### src/rtl/rrelp_pkg.sv
`timescale 1ns / 1ps

package rrelp_pkg;

   // line store size and the column counter that follows from it
   localparam int LINE_STORE = 256;
   localparam int COL_W      = $clog2(LINE_STORE + 1);
   localparam int CMP_W      = ((COL_W > 9) ? COL_W : 9) + 1;

   localparam int PAYLOAD_COL  = 34;
   localparam int ROUTE_MAX    = 63;
   localparam int NUM_FIELDS   = 6;
   localparam int NUM_IDS      = 4;

   localparam logic [7:0] NEWLINE_CHAR = 8'h0A;
   localparam logic [7:0] SPACE_CHAR   = 8'h20;

   // header field windows: origin, destination, message id, selector, RSSI, length
   localparam int FIELD_START [NUM_FIELDS] = '{7, 13, 18, 23, 28, 31};
   localparam int FIELD_LEN   [NUM_FIELDS] = '{4, 4, 4, 4, 2, 2};

   // result kinds
   localparam logic [1:0] KIND_PAYLOAD = 2'd0;
   localparam logic [1:0] KIND_ROUTE   = 2'd1;
   localparam logic [1:0] KIND_SUMMARY = 2'd2;

   localparam int QUEUE_DEPTH = 4;
   localparam int QPTR_W      = $clog2(QUEUE_DEPTH);

   // one classified event from the front end; a summary may carry a route
   // token that must be emitted ahead of it
   typedef struct packed {
      logic [1:0]  kind;
      logic        pre_route;
      logic [15:0] value;
      logic [15:0] origin_id;
      logic [15:0] destination_id;
      logic [15:0] message_number;
      logic [15:0] selector_value;
      logic [7:0]  signal_strength;
      logic [7:0]  payload_length;
      logic [5:0]  route_total;
   } event_type;

endpackage

### src/rtl/rrelp_front.sv
`timescale 1ns / 1ps

module rrelp_front (
   input  logic                clock,
   input  logic                reset,
   input  logic                take,
   input  logic [7:0]          rx_byte,
   output logic                push,
   output rrelp_pkg::event_type push_event
);
   import rrelp_pkg::*;

   // decode one hex digit: bit 4 flags a valid digit
   function automatic logic [4:0] hex_decode(input logic [7:0] c);
      logic [4:0] r;
      r = 5'd0;
      if (c >= 8'h30 && c <= 8'h39)      r = {1'b1, 4'(c - 8'h30)};
      else if (c >= 8'h61 && c <= 8'h66) r = {1'b1, 4'(c - 8'h57)};
      else if (c >= 8'h41 && c <= 8'h46) r = {1'b1, 4'(c - 8'h37)};
      return r;
   endfunction

   logic [COL_W-1:0]      column_ff, column_in;
   logic [7:0]            held_char_ff, held_char_in;
   logic                  held_valid_ff, held_valid_in;
   logic [15:0]           ids_ff [NUM_IDS];
   logic [15:0]           ids_in [NUM_IDS];
   logic [7:0]            rssi_ff, rssi_in;
   logic [7:0]            len_ff, len_in;
   logic [NUM_FIELDS-1:0] stopped_ff, stopped_in;
   logic [15:0]           raccum_ff, raccum_in;
   logic                  ropen_ff, ropen_in;
   logic                  rstop_ff, rstop_in;
   logic [5:0]            rcount_ff, rcount_in;

   logic                  eol;
   logic                  commit;
   logic [CMP_W-1:0]      pos;
   logic [CMP_W-1:0]      pay_end;
   logic [4:0]            hex;
   logic [5:0]            rcount_inc;
   logic                  in_win;

   always_comb begin
      eol        = (rx_byte == NEWLINE_CHAR) || (column_ff >= COL_W'(LINE_STORE - 1));
      commit     = held_valid_ff && (column_ff != '0);
      pos        = CMP_W'(column_ff - COL_W'(1));
      pay_end    = CMP_W'(PAYLOAD_COL) + CMP_W'(len_ff);
      hex        = hex_decode(held_char_ff);
      rcount_inc = (rcount_ff != 6'(ROUTE_MAX)) ? rcount_ff + 6'd1 : rcount_ff;
      in_win     = 1'b0;

      column_in     = column_ff;
      held_char_in  = held_char_ff;
      held_valid_in = held_valid_ff;
      for (int i = 0; i < NUM_IDS; i++) ids_in[i] = ids_ff[i];
      rssi_in    = rssi_ff;
      len_in     = len_ff;
      stopped_in = stopped_ff;
      raccum_in  = raccum_ff;
      ropen_in   = ropen_ff;
      rstop_in   = rstop_ff;
      rcount_in  = rcount_ff;

      push       = 1'b0;
      push_event = '0;

      if (take) begin
         if (eol) begin
            // close any open token, report the line, clear per-line state
            push                      = 1'b1;
            push_event.kind           = KIND_SUMMARY;
            push_event.pre_route      = ropen_ff;
            push_event.value          = raccum_ff;
            push_event.origin_id      = ids_ff[0];
            push_event.destination_id = ids_ff[1];
            push_event.message_number = ids_ff[2];
            push_event.selector_value = ids_ff[3];
            push_event.signal_strength = rssi_ff;
            push_event.payload_length = len_ff;
            push_event.route_total    = ropen_ff ? rcount_inc : rcount_ff;
            column_in     = '0;
            held_char_in  = '0;
            held_valid_in = 1'b0;
            for (int i = 0; i < NUM_IDS; i++) ids_in[i] = '0;
            rssi_in    = '0;
            len_in     = '0;
            stopped_in = '0;
            raccum_in  = '0;
            ropen_in   = 1'b0;
            rstop_in   = 1'b0;
            rcount_in  = '0;
         end else begin
            if (commit) begin
               // header windows are disjoint, so each field updates alone
               for (int f = 0; f < NUM_FIELDS; f++) begin
                  in_win = (pos >= CMP_W'(FIELD_START[f])) &&
                           (pos < CMP_W'(FIELD_START[f] + FIELD_LEN[f]));
                  if (in_win && !stopped_ff[f]) begin
                     if (!hex[4]) begin
                        stopped_in[f] = 1'b1;
                     end else if (f < NUM_IDS) begin
                        ids_in[f] = {ids_ff[f][11:0], hex[3:0]};
                     end else if (f == NUM_IDS) begin
                        rssi_in = {rssi_ff[3:0], hex[3:0]};
                     end else begin
                        len_in = {len_ff[3:0], hex[3:0]};
                     end
                  end
               end
               if (pos >= CMP_W'(PAYLOAD_COL) && pos < pay_end) begin
                  push             = 1'b1;
                  push_event.kind  = KIND_PAYLOAD;
                  push_event.value = {8'h00, held_char_ff};
               end else if (pos > pay_end) begin
                  if (held_char_ff == SPACE_CHAR) begin
                     if (ropen_ff) begin
                        push             = 1'b1;
                        push_event.kind  = KIND_ROUTE;
                        push_event.value = raccum_ff;
                        rcount_in = rcount_inc;
                        ropen_in  = 1'b0;
                        rstop_in  = 1'b0;
                        raccum_in = '0;
                     end
                  end else begin
                     ropen_in = 1'b1;
                     if (!ropen_ff || !rstop_ff) begin
                        if (!hex[4]) begin
                           rstop_in  = 1'b1;
                           raccum_in = ropen_ff ? raccum_ff : 16'h0000;
                        end else begin
                           rstop_in  = 1'b0;
                           raccum_in = ropen_ff ? {raccum_ff[11:0], hex[3:0]}
                                                : {12'h000, hex[3:0]};
                        end
                     end
                  end
               end
            end
            held_char_in  = rx_byte;
            held_valid_in = 1'b1;
            column_in     = column_ff + COL_W'(1);
         end
      end
   end

   always_ff @(posedge clock) begin
      if (reset) begin
         column_ff     <= '0;
         held_char_ff  <= '0;
         held_valid_ff <= 1'b0;
         for (int i = 0; i < NUM_IDS; i++) ids_ff[i] <= '0;
         rssi_ff    <= '0;
         len_ff     <= '0;
         stopped_ff <= '0;
         raccum_ff  <= '0;
         ropen_ff   <= 1'b0;
         rstop_ff   <= 1'b0;
         rcount_ff  <= '0;
      end else begin
         column_ff     <= column_in;
         held_char_ff  <= held_char_in;
         held_valid_ff <= held_valid_in;
         for (int i = 0; i < NUM_IDS; i++) ids_ff[i] <= ids_in[i];
         rssi_ff    <= rssi_in;
         len_ff     <= len_in;
         stopped_ff <= stopped_in;
         raccum_ff  <= raccum_in;
         ropen_ff   <= ropen_in;
         rstop_ff   <= rstop_in;
         rcount_ff  <= rcount_in;
      end
   end

endmodule

### src/rtl/rrelp_queue.sv
`timescale 1ns / 1ps

module rrelp_queue (
   input  logic                 clock,
   input  logic                 reset,
   input  logic                 push,
   input  rrelp_pkg::event_type push_event,
   input  logic                 pop,
   output rrelp_pkg::event_type head,
   output logic                 empty,
   output logic                 full
);
   import rrelp_pkg::*;

   event_type           slot_ff [QUEUE_DEPTH];
   logic [QPTR_W-1:0]   wr_ff, wr_in;
   logic [QPTR_W-1:0]   rd_ff, rd_in;
   logic [QPTR_W:0]     count_ff, count_in;

   always_comb begin
      empty    = (count_ff == '0);
      full     = (count_ff == (QPTR_W+1)'(QUEUE_DEPTH));
      head     = slot_ff[rd_ff];
      wr_in    = push ? wr_ff + QPTR_W'(1) : wr_ff;
      rd_in    = pop  ? rd_ff + QPTR_W'(1) : rd_ff;
      count_in = count_ff + (QPTR_W+1)'(push) - (QPTR_W+1)'(pop);
   end

   always_ff @(posedge clock) begin
      if (push) slot_ff[wr_ff] <= push_event;
   end

   always_ff @(posedge clock) begin
      if (reset) begin
         wr_ff    <= '0;
         rd_ff    <= '0;
         count_ff <= '0;
      end else begin
         wr_ff    <= wr_in;
         rd_ff    <= rd_in;
         count_ff <= count_in;
      end
   end

endmodule

### src/rtl/rrelp_back.sv
`timescale 1ns / 1ps

module rrelp_back (
   input  logic                 clock,
   input  logic                 reset,
   input  rrelp_pkg::event_type head,
   input  logic                 empty,
   output logic                 pop,
   output logic                 rsp_valid,
   input  logic                 rsp_stall,
   output logic [1:0]           rsp_kind,
   output logic [15:0]          rsp_value,
   output logic [15:0]          rsp_origin_id,
   output logic [15:0]          rsp_destination_id,
   output logic [15:0]          rsp_message_number,
   output logic [15:0]          rsp_selector_value,
   output logic [7:0]           rsp_signal_strength,
   output logic [7:0]           rsp_payload_length,
   output logic [5:0]           rsp_route_total,
   output logic                 rsp_last
);
   import rrelp_pkg::*;

   logic      valid_ff, valid_in;
   logic      phase_ff, phase_in;
   logic      load;
   event_type word_ff, word_in;
   logic      last_ff, last_in;

   always_comb begin
      load     = !valid_ff || !rsp_stall;
      valid_in = valid_ff;
      phase_in = phase_ff;
      word_in  = word_ff;
      last_in  = last_ff;
      pop      = 1'b0;
      if (load) begin
         valid_in = !empty;
         if (!empty) begin
            if (head.pre_route && !phase_ff) begin
               // emit the token that closed with the line, summary next
               word_in       = '0;
               word_in.kind  = KIND_ROUTE;
               word_in.value = head.value;
               last_in       = 1'b0;
               phase_in      = 1'b1;
            end else begin
               word_in = head;
               if (head.kind == KIND_SUMMARY) word_in.value = '0;
               last_in  = 1'b1;
               phase_in = 1'b0;
               pop      = 1'b1;
            end
         end
      end
   end

   always_ff @(posedge clock) begin
      if (reset) begin
         valid_ff <= 1'b0;
         phase_ff <= 1'b0;
      end else begin
         valid_ff <= valid_in;
         phase_ff <= phase_in;
      end
   end

   always_ff @(posedge clock) begin
      word_ff <= word_in;
      last_ff <= last_in;
   end

   assign rsp_valid           = valid_ff;
   assign rsp_kind            = word_ff.kind;
   assign rsp_value           = word_ff.value;
   assign rsp_origin_id       = word_ff.origin_id;
   assign rsp_destination_id  = word_ff.destination_id;
   assign rsp_message_number  = word_ff.message_number;
   assign rsp_selector_value  = word_ff.selector_value;
   assign rsp_signal_strength = word_ff.signal_strength;
   assign rsp_payload_length  = word_ff.payload_length;
   assign rsp_route_total     = word_ff.route_total;
   assign rsp_last            = last_ff;

endmodule

### src/rtl/radio_rx_event_line_parser.sv
`timescale 1ns / 1ps
// Receive-event line parser for a radio module serial link.
// Input channel (req_): one received character per word on req_rx_byte,
// taken when req_valid is high and req_stall is low.
// Result channel (rsp_): payload bytes, route ids and one end-of-line
// summary per line, each word with rsp_kind, rsp_value, the header fields
// and rsp_last marking the final result caused by one input character.
// Throughput: one character per cycle while req_stall is low. A character
// yields at most one result, except a line end inside a route token,
// which yields two that take the result port one after the other.
// Results pass from the front end parse into the event queue, then
// through the output register.
// Every character is held back by one place so that the carriage return
// before the newline can be dropped.
// When the receiver holds rsp_stall, the output word holds and the event
// queue (four entries) fills; once it is full req_stall rises.
// Reset clears the line state, the queue and the output valid.
module radio_rx_event_line_parser (
   input  logic        clock,
   input  logic        reset,
   input  logic        req_valid,
   output logic        req_stall,
   input  logic [7:0]  req_rx_byte,
   output logic        rsp_valid,
   input  logic        rsp_stall,
   output logic [1:0]  rsp_kind,
   output logic [15:0] rsp_value,
   output logic [15:0] rsp_origin_id,
   output logic [15:0] rsp_destination_id,
   output logic [15:0] rsp_message_number,
   output logic [15:0] rsp_selector_value,
   output logic [7:0]  rsp_signal_strength,
   output logic [7:0]  rsp_payload_length,
   output logic [5:0]  rsp_route_total,
   output logic        rsp_last
);
   import rrelp_pkg::*;

   logic      take;
   logic      push;
   event_type push_event;
   event_type head;
   logic      empty;
   logic      full;
   logic      pop;

   // accept a character whenever the queue has room for its event
   assign req_stall = full;
   assign take      = req_valid && !full;

   // front end: column tracking, header fields, payload and route tokens
   rrelp_front u_front (
      .clock      (clock),
      .reset      (reset),
      .take       (take),
      .rx_byte    (req_rx_byte),
      .push       (push),
      .push_event (push_event)
   );

   // decouple parsing from the result port
   rrelp_queue u_queue (
      .clock      (clock),
      .reset      (reset),
      .push       (push),
      .push_event (push_event),
      .pop        (pop),
      .head       (head),
      .empty      (empty),
      .full       (full)
   );

   // back end: expand events into result words, drive the output register
   rrelp_back u_back (
      .clock               (clock),
      .reset               (reset),
      .head                (head),
      .empty               (empty),
      .pop                 (pop),
      .rsp_valid           (rsp_valid),
      .rsp_stall           (rsp_stall),
      .rsp_kind            (rsp_kind),
      .rsp_value           (rsp_value),
      .rsp_origin_id       (rsp_origin_id),
      .rsp_destination_id  (rsp_destination_id),
      .rsp_message_number  (rsp_message_number),
      .rsp_selector_value  (rsp_selector_value),
      .rsp_signal_strength (rsp_signal_strength),
      .rsp_payload_length  (rsp_payload_length),
      .rsp_route_total     (rsp_route_total),
      .rsp_last            (rsp_last)
   );

endmodule
### config.mk
export PLATFORM = sky130hd
export DESIGN_NAME = radio_rx_event_line_parser
export DESIGN_NICKNAME = d
export VERILOG_FILES = /design/src/rtl/rrelp_pkg.sv /design/src/rtl/rrelp_front.sv /design/src/rtl/rrelp_queue.sv /design/src/rtl/rrelp_back.sv /design/src/rtl/radio_rx_event_line_parser.sv
export SDC_FILE = /design/constraint.sdc
export NUM_CORES = 1
export LEC_CHECK = 0
export BUFFER_PORTS_ARGS = -buffer_cell sky130_fd_sc_hd__clkbuf_2
export CAP_MARGIN = 20
export CORE_MARGIN = 5
export CORE_UTILIZATION = 30
export DETAILED_ROUTE_END_ITERATION = 10
export GPL_TIMING_DRIVEN = 0
export PLACE_DENSITY = 0.41
export SYNTH_ARGS = -nofsm -noshare
export SYNTH_HDL_FRONTEND = slang
export SYNTH_HIERARCHICAL = 1
export SYNTH_SLANG_ARGS = --single-unit
### constraint.sdc
create_clock -name clock -period 9.9 [get_ports clock]
set_clock_uncertainty 0.05 [all_clocks]
set_input_delay 0.495 -clock clock [delete_from_list [all_inputs] [get_ports clock]]
set_output_delay 0.495 -clock clock [all_outputs]
set_load 0.01 [all_outputs]
==> flow_summary.html <==
<table>
<tr><th>Metric</th><th>Value</th></tr>
<tr><th colspan="2">Outcome</th></tr>
<tr><td>Status</td><td>complete, no violations</td></tr>
<tr><th colspan="2">Logic synthesis</th></tr>
<tr><td>Prevailing post-synth register cell</td><td>edfxtp_1</td></tr>
<tr><td>Yosys warnings</td><td>6</td></tr>
<tr><td>Netlist Area Pre-Place</td><td>26400 sq um</td></tr>
<tr><td>Mean instance size in the synthesized netlist</td><td>15.8 sq um</td></tr>
<tr><td>Number of synthesized register bits</td><td>~660</td></tr>
<tr><td>Synth cell count leaders</td><td>edfxtp_1, and2_1, dfxtp_1</td></tr>
<tr><td>Syn Inst Count</td><td>roughly 1700</td></tr>
<tr><td>Cell type with the largest total area after synthesis</td><td>edfxtp_1</td></tr>
<tr><td>Share of the synthesized area in the top cell type</td><td>between 50 and 60%</td></tr>
<tr><td>Number of different library cells in the post-synthesis netlist</td><td>74</td></tr>
<tr><td>Seq/Total Area, Yosys</td><td>roughly 70%</td></tr>
<tr><td>Cell types with the largest area share after synthesis</td><td>edfxtp_1, dfxtp_1, mux4_2</td></tr>
<tr><td>Fraction of registers with async set or reset after synthesis</td><td>0%</td></tr>
<tr><td>Post-synth net total</td><td>about 1700</td></tr>
<tr><td>EDFF count, synth</td><td>~530</td></tr>
<tr><td>Most repeated cell in the gate-level netlist after synthesis</td><td>edfxtp_1</td></tr>
<tr><th colspan="2">Timing</th></tr>
<tr><td>RSZ-0062 raised after global routing</td><td>no</td></tr>
<tr><td>Final Max Tran Viols</td><td>0</td></tr>
<tr><td>Part of the cycle the worst path needs</td><td>roughly three fifths</td></tr>
<tr><td>Relative max-transition margin</td><td>a little under two fifths</td></tr>
<tr><td>Final setup violating endpoints</td><td>0</td></tr>
<tr><td>Transition time at the pin with the least slew margin</td><td>~0.94 ns</td></tr>
<tr><td>Achievable clock frequency</td><td>approximately 170 MHz</td></tr>
<tr><td>Final critical path time including I/O delays and setup</td><td>roughly 5.8 ns</td></tr>
<tr><td>Worst hold slack</td><td>roughly 0.13 ns</td></tr>
<tr><td>Fin. Hold Viols</td><td>0</td></tr>
<tr><th colspan="2">Worst setup path</th></tr>
<tr><td>Worst setup path class</td><td>reg2reg</td></tr>
<tr><td>Data arrival time of the critical path</td><td>about 6.0 ns</td></tr>
<tr><td>Req. time, crit path</td><td>roughly 10 ns</td></tr>
<tr><td>Number of cell instances on the worst register-to-register path</td><td>17</td></tr>
<tr><td>Sort of element at the start of the critical path</td><td>flop</td></tr>
<tr><td>Crit end category</td><td>flop</td></tr>
<tr><td>Slack of the worst reg-to-reg path</td><td>roughly 4.1 ns</td></tr>
<tr><td>FF-to-FF End</td><td>u_queue/slot_ff[0][42]$_DFFE_PP_</td></tr>
<tr><td>CP Max Fanout</td><td>slightly below 50</td></tr>
<tr><td>FF-to-FF Start</td><td>u_front/column_ff[1]$_SDFFE_PP0P_</td></tr>
<tr><th colspan="2">Cells and area</th></tr>
<tr><td>Relative area change from synthesis to final layout</td><td>18.0%</td></tr>
<tr><td>Net total in the final layout</td><td>between 1500 and 2000</td></tr>
<tr><td>Fin area</td><td>just over 30000 sq um</td></tr>
<tr><td>Layout cells sized above 1</td><td>roughly a fifth</td></tr>
<tr><td>Non-filler instance count after layout</td><td>3086</td></tr>
<tr><th colspan="2">Flow run</th></tr>
<tr><td>Max Cap Violations</td><td>0</td></tr>
<tr><th colspan="2">CTS</th></tr>
<tr><td>Hold Buf Count CTS</td><td>0</td></tr>
<tr><td>Worst skew pair latency</td><td>slightly above 0.6 ns</td></tr>
<tr><td>Clock transition at the registers of the reported paths</td><td>0.06 ns</td></tr>
<tr><td>Clock tree from TritonCTS</td><td>yes</td></tr>
<tr><td>Deepest level of the CTS H-tree</td><td>3</td></tr>
<tr><td>Post-cts resize count</td><td>0</td></tr>
<tr><td>CTS Root Cell</td><td>clkbuf_16</td></tr>
<tr><td>Clock Path Buffers</td><td>3</td></tr>
<tr><td>Number of buffers added for setup after CTS</td><td>0</td></tr>
<tr><td>CTS sink count</td><td>664</td></tr>
<tr><td>Number of buffers created by CTS</td><td>75</td></tr>
<tr><th colspan="2">GRT</th></tr>
<tr><td>Vias in the first global route</td><td>around 15000</td></tr>
<tr><td>Global-route wire length before repair</td><td>a little under 100000 microns</td></tr>
<tr><td>GRT Total Usage</td><td>a little over an eighth</td></tr>
<tr><td>Initial antenna violation count</td><td>4</td></tr>
<tr><td>Total gr overflow</td><td>0</td></tr>
<tr><td>Pin count of the biggest net entering global routing</td><td>51</td></tr>
<tr><th colspan="2">Place</th></tr>
<tr><td>Number of I/O port buffers</td><td>118</td></tr>
<tr><td>Gpl congestion</td><td>roughly 0.81</td></tr>
<tr><td>Total cell area at the placement stage</td><td>roughly 29000 sq um</td></tr>
<tr><td>Number of placed instances, taps included</td><td>just under 3000</td></tr>
<tr><td>DPL Wire Length</td><td>roughly 42000 microns</td></tr>
<tr><th colspan="2">Drt</th></tr>
<tr><td>Average wire per standard cell</td><td>20.9 microns</td></tr>
<tr><td>Detailed-route via count</td><td>between 10000 and 15000</td></tr>
<tr><td>Detailed-route vias per instance</td><td>roughly 4.7</td></tr>
<tr><td>Number of design rule violations left after detail routing</td><td>0</td></tr>
<tr><td>First-pass DRT Iterations</td><td>5</td></tr>
<tr><td>Antenna violation net count after detailed routing</td><td>0</td></tr>
<tr><td>Wire length after detailed routing</td><td>64400 microns</td></tr>
<tr><td>Detailed router's first-iteration violation count</td><td>953</td></tr>
<tr><th colspan="2">Floorplanning</th></tr>
<tr><td>Die height</td><td>between 300 and 400 microns</td></tr>
<tr><td>Effective utilization at floorplan</td><td>slightly above 30%</td></tr>
<tr><td>Area of the die</td><td>94100 sq um</td></tr>
<tr><td>Row cnt</td><td>108</td></tr>
<tr><td>Horizontal die dimension</td><td>approximately 310 microns</td></tr>
<tr><td>Placeable core region</td><td>approximately 87000 sq um</td></tr>
<tr><td>Count of boundary I/O pins</td><td>around 120</td></tr>
<tr><th colspan="2">Power and ir drop</th></tr>
<tr><td>Peak supply drop</td><td>0.107 mV</td></tr>
<tr><td>Static leakage power</td><td>10.5 nW</td></tr>
<tr><td>Power density normalized to cell area</td><td>about 240 nW/um^2</td></tr>
<tr><th colspan="2">Min path</th></tr>
<tr><td>Worst Hold Depth</td><td>3</td></tr>
<tr><td>Beginning of the worst hold path</td><td>rsp_stall</td></tr>
<tr><td>Hold path endpoint</td><td>u_back/rsp_valid$_SDFFE_PP0P_</td></tr>
<tr><td>Worst min-delay path class</td><td>in2reg</td></tr>
</table>
sequential cells by signal, summed over array words and instances, names as in the netlist, 2 cells and up, named ones only:
register / cells
u_front/held_char_ff: 8
u_front/ids_ff: 64
u_queue/wr_ff: 2
u_back/rsp_value: 16
u_back/rsp_selector_value: 16
u_back/rsp_message_number: 16
u_back/rsp_signal_strength: 8
u_queue/count_ff: 3
u_back/rsp_destination_id: 16
u_queue/rd_ff: 2
u_front/raccum_ff: 16
u_front/stopped_ff: 6
u_back/rsp_kind: 2
u_front/rcount_ff: 6
u_front/rssi_ff: 8
u_queue/slot_ff: 420
u_back/rsp_payload_length: 8
u_front/len_ff: 8
u_front/column_ff: 9
u_back/rsp_route_total: 6
u_back/rsp_origin_id: 16
where the power goes:
part           total, W  leakage (nW)  switching (W)  internal [W]
registers       0.00339          6.04      0.0000758       0.00331
logic           0.00135          3.31       0.000802      0.000545
clock network   0.00268          1.16        0.00108       0.00161
total           0.00742          10.5        0.00195       0.00547
per-stage QoR:
step	utilization, %	power, W	worst slack [ns]	TNS, ns
finish	35.8	0.00742	4.09	0
floorplan	-	0.00431	2.31	0
global placement	32.7	0.00496	-1.09	-17.13
detailed placement	33.1	0.00485	4.10	0
CTS	35.8	0.00758	4.07	0
global route	35.8	0.00780	3.78	0
worst max-delay path, stage by stage (launching register included):
cell	delay, ns
dfxtp_1	0.48
clkbuf_1	0.42
inv_1	0.18
ha_1	0.21
buf_2	0.18
nor3b_1	0.20
xnor2_1	0.25
inv_1	0.16
ha_1	0.33
nand4_1	0.14
o21ai_0	0.20
a2111oi_1	0.13
o21a_2	0.30
nor3_2	0.35
nand2_1	0.13
a31oi_1	0.77
and2_4	0.56
buf_16	0.33
layer usage:
layer  global-route usage (%)  part of all wire (%)  up-vias  wire length [microns]
met5                        0                     0        -                      0
met4                     4.08                   2.3        0                   1510
met3                     2.41                   4.8       80                   3090
met2                     22.7                    48      284                  30900
met1                     18.4                    45     7369                  28800
li1                         -                     -     6738                      -
layout make-up:
type,count,area [sq um]
repair buffers,130,898
clock buffers,111,2200
multi-input cells,871,7230
plain buffers,93,507
inverters,41,154
flip-flops and latches,664,18500
diodes,1,2.50
fillers,8327,55900
well taps,1155,1450
clock inverters,20,176
worst max-delay path by stage:
stage | cells after the start | startpoint | slack, ns | end
CTS | 17 | u_front/column_ff[1]$_SDFFE_PP0P_ | 4.07 | u_queue/slot_ff[0][36]$_DFFE_PP_
finish | 17 | u_front/column_ff[1]$_SDFFE_PP0P_ | 4.09 | u_queue/slot_ff[0][42]$_DFFE_PP_
global route | 17 | u_front/column_ff[1]$_SDFFE_PP0P_ | 3.78 | u_queue/slot_ff[0][37]$_DFFE_PP_
global placement | 9 | rsp_stall | -1.09 | u_queue/count_ff[2]$_SDFF_PP0_
detailed placement | 17 | u_front/column_ff[1]$_SDFFE_PP0P_ | 4.10 | u_queue/slot_ff[0][48]$_DFFE_PP_
floorplan | 8 | rsp_stall | 2.31 | u_queue/count_ff[2]$_SDFF_PP0_
placed cells by master, fill, tap and decap left out, types with 9 or more instances in the layout:
| cell | count |
|---|---|
| buf_2 | 20 |
| clkbuf_8 | 10 |
| edfxtp_1 | 525 |
| mux2i_1 | 17 |
| nand3b_1 | 10 |
| clkbuf_1 | 78 |
| and2_1 | 183 |
| a21oi_1 | 63 |
| a31oi_1 | 22 |
| clkinv_1 | 9 |
| nor3_1 | 9 |
| and3_1 | 9 |
| nand2_1 | 69 |
| clkbuf_16 | 79 |
| inv_1 | 40 |
| clkbuf_2 | 118 |
| nand2b_1 | 34 |
| a22o_1 | 36 |
| xnor2_1 | 14 |
| o21ai_0 | 36 |
| buf_16 | 9 |
| nor2_1 | 65 |
| ha_1 | 27 |
| nand3_1 | 69 |
| dfxtp_1 | 139 |
| mux4_2 | 105 |
cell families after synthesis:
kind of cell / after synthesis / share of synthesized area [%]
flip-flops: 664 / 70.2
AND/OR/NAND/NOR: 498 / 10.5
AO/OA/AOI/OAI: 201 / 4.99
buffers and inverters: 134 / 2.50
multiplexers: 122 / 9.60
adder cells (fa/ha/maj): 28 / 1.35
XOR/XNOR: 22 / 0.786
Note: power is estimated with default switching activity, not from simulation.
